### config.mk
export PLATFORM = sky130hd
export DESIGN_NAME = cau_div_cell
export DESIGN_NICKNAME = d
export VERILOG_FILES = /design/src/hw/rtl/cau_pkg.sv /design/src/hw/rtl/cau_div_cell.sv
export SDC_FILE = /design/constraint.sdc
export NUM_CORES = 1
export LEC_CHECK = 0
export ABC_CLOCK_PERIOD_IN_PS = 3400
export BUFFER_PORTS_ARGS = -buffer_cell sky130_fd_sc_hd__buf_2
export CORE_AREA = 2 2 156 158
export CTS_CLUSTER_SIZE = 14
export DETAILED_ROUTE_END_ITERATION = 10
export DIE_AREA = 0 0 158 160
export PLACE_DENSITY = 0.79
export SLEW_MARGIN = 20
export SYNTH_ARGS = -nofsm -noshare
export SYNTH_HDL_FRONTEND = slang
export SYNTH_SLANG_ARGS = --single-unit
### constraint.sdc
create_clock -name aclk -period 3.4 [get_ports aclk]
set_clock_uncertainty 0.05 [all_clocks]
set_input_delay 0.34 -clock aclk [delete_from_list [all_inputs] [get_ports aclk]]
set_output_delay 0.34 -clock aclk [all_outputs]
set_load 0.05 [all_outputs]
### src/hw/rtl/cau_pkg.sv
`timescale 1ns / 1ps
// shared types, constants and the saturation helper of the complex arithmetic unit
// no dependencies

package cau_pkg;

    localparam int FRAC_BITS = 8;
    localparam int QBITS     = 16;

    typedef enum logic [1:0] {
        OP_ADD = 2'd0,
        OP_SUB = 2'd1,
        OP_MUL = 2'd2,
        OP_DIV = 2'd3
    } op_t;

    typedef struct packed {
        logic        ov;
        logic [15:0] val;
    } sat_t;

    // word handed from cell to cell
    typedef struct packed {
        logic        is_div;
        logic        dz;
        logic        ov;
        logic [15:0] res_re;
        logic [15:0] res_im;
        logic        neg_re;
        logic        neg_im;
        logic        big_re;
        logic        big_im;
        logic [31:0] den;
        logic [31:0] rem_re;
        logic [31:0] rem_im;
        logic [15:0] lo_re;
        logic [15:0] lo_im;
        logic [15:0] q_re;
        logic [15:0] q_im;
    } cell_t;

    // clamp a sign and magnitude to signed 16 bits
    function automatic sat_t sat_mag(input logic [32:0] m, input logic neg);
        sat_t r;
        r.ov  = 1'b0;
        r.val = 16'h0000;
        if (neg) begin
            if (m > 33'd32768) begin
                r.ov  = 1'b1;
                r.val = 16'h8000;
            end else begin
                r.val = ~m[15:0] + 16'd1;
            end
        end else begin
            if (m > 33'd32767) begin
                r.ov  = 1'b1;
                r.val = 16'h7fff;
            end else begin
                r.val = m[15:0];
            end
        end
        return r;
    endfunction

endpackage

### src/hw/rtl/cau_div_cell.sv
`timescale 1ns / 1ps
// one cell of the divider row: one quotient bit for each part per cell
// depends on cau_pkg

module cau_div_cell (
    input  logic           aclk,
    input  logic           aresetn,
    input  logic           en,
    input  logic           in_valid,
    input  cau_pkg::cell_t in_cell,
    output logic           out_valid,
    output cau_pkg::cell_t out_cell
);

    logic           valid_reg;
    cau_pkg::cell_t cell_reg;
    cau_pkg::cell_t cell_next;
    logic [32:0]    t_re, t_im, d;
    logic           ge_re, ge_im;

    always_comb begin
        d         = {1'b0, in_cell.den};
        t_re      = {in_cell.rem_re, in_cell.lo_re[15]};
        t_im      = {in_cell.rem_im, in_cell.lo_im[15]};
        ge_re     = t_re >= d;
        ge_im     = t_im >= d;
        cell_next = in_cell;
        cell_next.rem_re = ge_re ? 32'(t_re - d) : t_re[31:0];
        cell_next.rem_im = ge_im ? 32'(t_im - d) : t_im[31:0];
        cell_next.lo_re  = {in_cell.lo_re[14:0], 1'b0};
        cell_next.lo_im  = {in_cell.lo_im[14:0], 1'b0};
        cell_next.q_re   = {in_cell.q_re[14:0], ge_re};
        cell_next.q_im   = {in_cell.q_im[14:0], ge_im};
    end

    always_ff @(posedge aclk) begin
        if (!aresetn) begin
            valid_reg <= 1'b0;
        end else if (en) begin
            valid_reg <= in_valid;
        end
    end

    always_ff @(posedge aclk) begin
        if (en) begin
            cell_reg <= cell_next;
        end
    end

    assign out_valid = valid_reg;
    assign out_cell  = cell_reg;

endmodule

==> run summary <==
HPWL after DPL = 25,900 um
met3 wire length = 2340 um
DR vias = 8,524
met2 WL = 16,500 um
drt via density = 5.21
number of flops mapped to enable cells by yosys = 197
WL final = 32,800 um
Final Cycle Share = 0.843
crit end category = register
Synth area leaders = edfxtp_1 58%, ha_1 7.9%, nand2_1 3.6%
Setup-failing EPs final = 0
layout net count = 1,562
GRT Residual Overflow = 0
CTS clk-pin slew, worst paths = 0.09 ns
initial antenna violation count = 8
Synth Flop Type = edfxtp_1
synthesized area = 0.0101 mm^2
Levels on crit path = 12
DR top layer = met5
reg2reg setup slack = 2.74 ns
Die Wd = 158 um
Rel. slew slack = 0.534
CTS tree = yes
Synth Register Bits = 198
Routed Antenna Nets = 0
worst r2r src = out_valid
clock sinks = 198
Gate Count Post-Synth = 865
Critical R2R Capture = out_valid
Post-Place Worst Slack = 0.146 ns
share of cells above drive strength 1 = 0.361
wire per inst = 20.1 um
Final GP Congestion = 0.896
Initial Util = 0.426
met1 wire length = 13,000 um
RSZ-0062 raised after global routing = no
area leader, netlist = edfxtp_1
outcome = finished clean
CP delay by family, top = compound AO/OA/AOI/OAI gates
top cell type's share of synthesized area = 0.583
CP Launch Type = primary input
most frequent cells after synthesis = 197 x edfxtp_1, 97 x nand2_1, 70 x o21ai_0
die area = 0.0253 mm^2
register area share after synthesis = 0.585
Unique masters post-synth = 57
finished layout cell area = 0.0134 mm^2
Slew Limit Fails = 0
post-layout minimum cycle time = 2.87 ns
drt initial violations = 694
worst slew pin tran = 0.695 ns
# rows = 57
R2R depth = 2
largest stage delay on the critical path = 0.52 ns
yosys warns = 0
Die H = 160 um
IO Port Bufs = 398
CP max FO = 3
Worst Min Path Start = in_cell[163]
Worst Hold Path Cells = 1
largest net degree at the start of global routing = 76
synth-to-layout area growth = 32.2%
post-route setup TNS = 0 ns
root buf cell = clkbuf_16
PnR worst setup slack = 0.534 ns
IO Count = 403
fmax = 349 MHz
Total Routing Usage GR = 0.248
leading cell type by number of instances after synthesis = edfxtp_1
vias in the first global route = 8,077
post-cts sizing count = 0
DRC errors left = 0
Final Hold Fails = 0
Mean Syn Cell Area = 11.7 um^2
Skew-Pair Late Insertion Delay = 0.43 ns
Crit path top cell by count = a21oi_1
Max Cap Violations = 0
Worst EP required = 3.51 ns
critical path, cell by cell = buf_2, ha_1, fa_1, nand2b_1, a21oi_1, a21o_1, a21oi_1, o21ai_0, a311oi_1, o41ai_1, xnor2_1, o21ai_1
WHS = 0.0205 ns
first-pass GRT wire length = 46,700 um
CP max-delay cell = o41ai_1
PwrDens = 559 mW/mm^2
Critical Path AT = 2.98 ns
Post-Place Cell Area = 0.0126 mm^2
Num CTS Buffers = 17
buffers and inverters on the worst path = 1
Clock Path Buffers = 2
core area = 0.0238 mm^2
CTS H-tree depth = 4
fraction of registers with async set/reset = 0
Hold Crit Class = in -> reg
worst vdd ir = 0.270 mV
Hold Path Sink = out_cell[163]
CP Class = in -> reg
DR pass1 iterations = 5
Leak = 5.96 nW
## per-stage QoR
step                      cells   util  total power, mW
after CTS                  1610  0.554             7.52
after global routing       1633  0.563             7.79
after detailed placement   1578  0.528             5.44
final                      1635  0.563             7.50
after floorplan             866      -             4.77
after global placement     1578  0.528             5.42
## layout make-up
type / count / area, um^2
repair buffers: 438 / 2360
multi-input cells: 582 / 3860
flip-flops and latches: 198 / 5940
inverters: 56 / 210
clock buffers: 17 / 425
well taps: 324 / 405
fillers: 2100 / 10400
diodes: 5 / 12.5
clock inverters: 15 / 193
## worst reg2reg max path, delay by kind of cell, from the launching register on
kind	cells	cell delay (ns)
muxes	1	0.07
DFF	1	0.35
and+or+nand+nor	1	0.13
## metal layers
| metal | track usage | vias up |
|---|---|---|
| met5 | 0 | - |
| met4 | 0.0860 | 8 |
| met3 | 0.0627 | 54 |
| met2 | 0.429 | 342 |
| met1 | 0.300 | 4069 |
| li1 | - | 4051 |
## sequential cells by signal (all words and copies together), names as in the netlist
register and flops:
out_cell 197, out_valid 1
## what timing repair did
item                                    in CTS  in global routing
setup buffers                                0                  0
hold buffers                                 0                 20
hold endpoints to repair                     0                 20
endpoints found under the setup margin       0                  0
## cell families after synthesis
logic type	share of synthesized area
muxes	0.00863
other	0.000370
and+or+nand+nor	0.0969
xor gates and xnor gates	0.0483
buffers and inverters	0.0354
AOI/OAI and AO/OA	0.142
adders and majority gates	0.0829
DFF	0.585
## layout by cell type, fill, tap and decap left out, types with 7 or more instances in the layout
master	synthesis	final
a21o_1	25	25
a21oi_1	64	64
a31oi_1	9	9
and3_1	9	9
buf_2	5	397
buf_4	2	19
clkbuf_16	0	17
dlygate4sd3_1	0	20
edfxtp_1	197	197
ha_1	64	64
inv_1	55	55
nand2_1	97	97
nand3_1	25	25
nand4_1	15	15
nor2_1	28	28
nor2b_1	10	10
nor3_1	7	7
o21ai_0	70	70
o21ai_1	17	17
o21bai_1	13	13
xnor2_1	26	26
xor2_1	30	30
## how the worst max path moves through the flow
stage                             from             to
final                     in_cell[128]   out_cell[94]
after global routing      in_cell[129]  out_cell[102]
after CTS                 in_cell[129]  out_cell[102]
after detailed placement  in_cell[129]  out_cell[102]
after global placement    in_cell[144]   out_cell[70]
after floorplan           in_cell[145]   out_cell[78]
## power by group
group	leakage, nW	total (mW)	internal (mW)	switching, mW
Sequential	1.93	3.07	3.01	0.0649
Clock	0.299	2.09	1.01	1.08
Combinational	3.73	2.34	0.638	1.70
(Power assumes the default switching activity.)
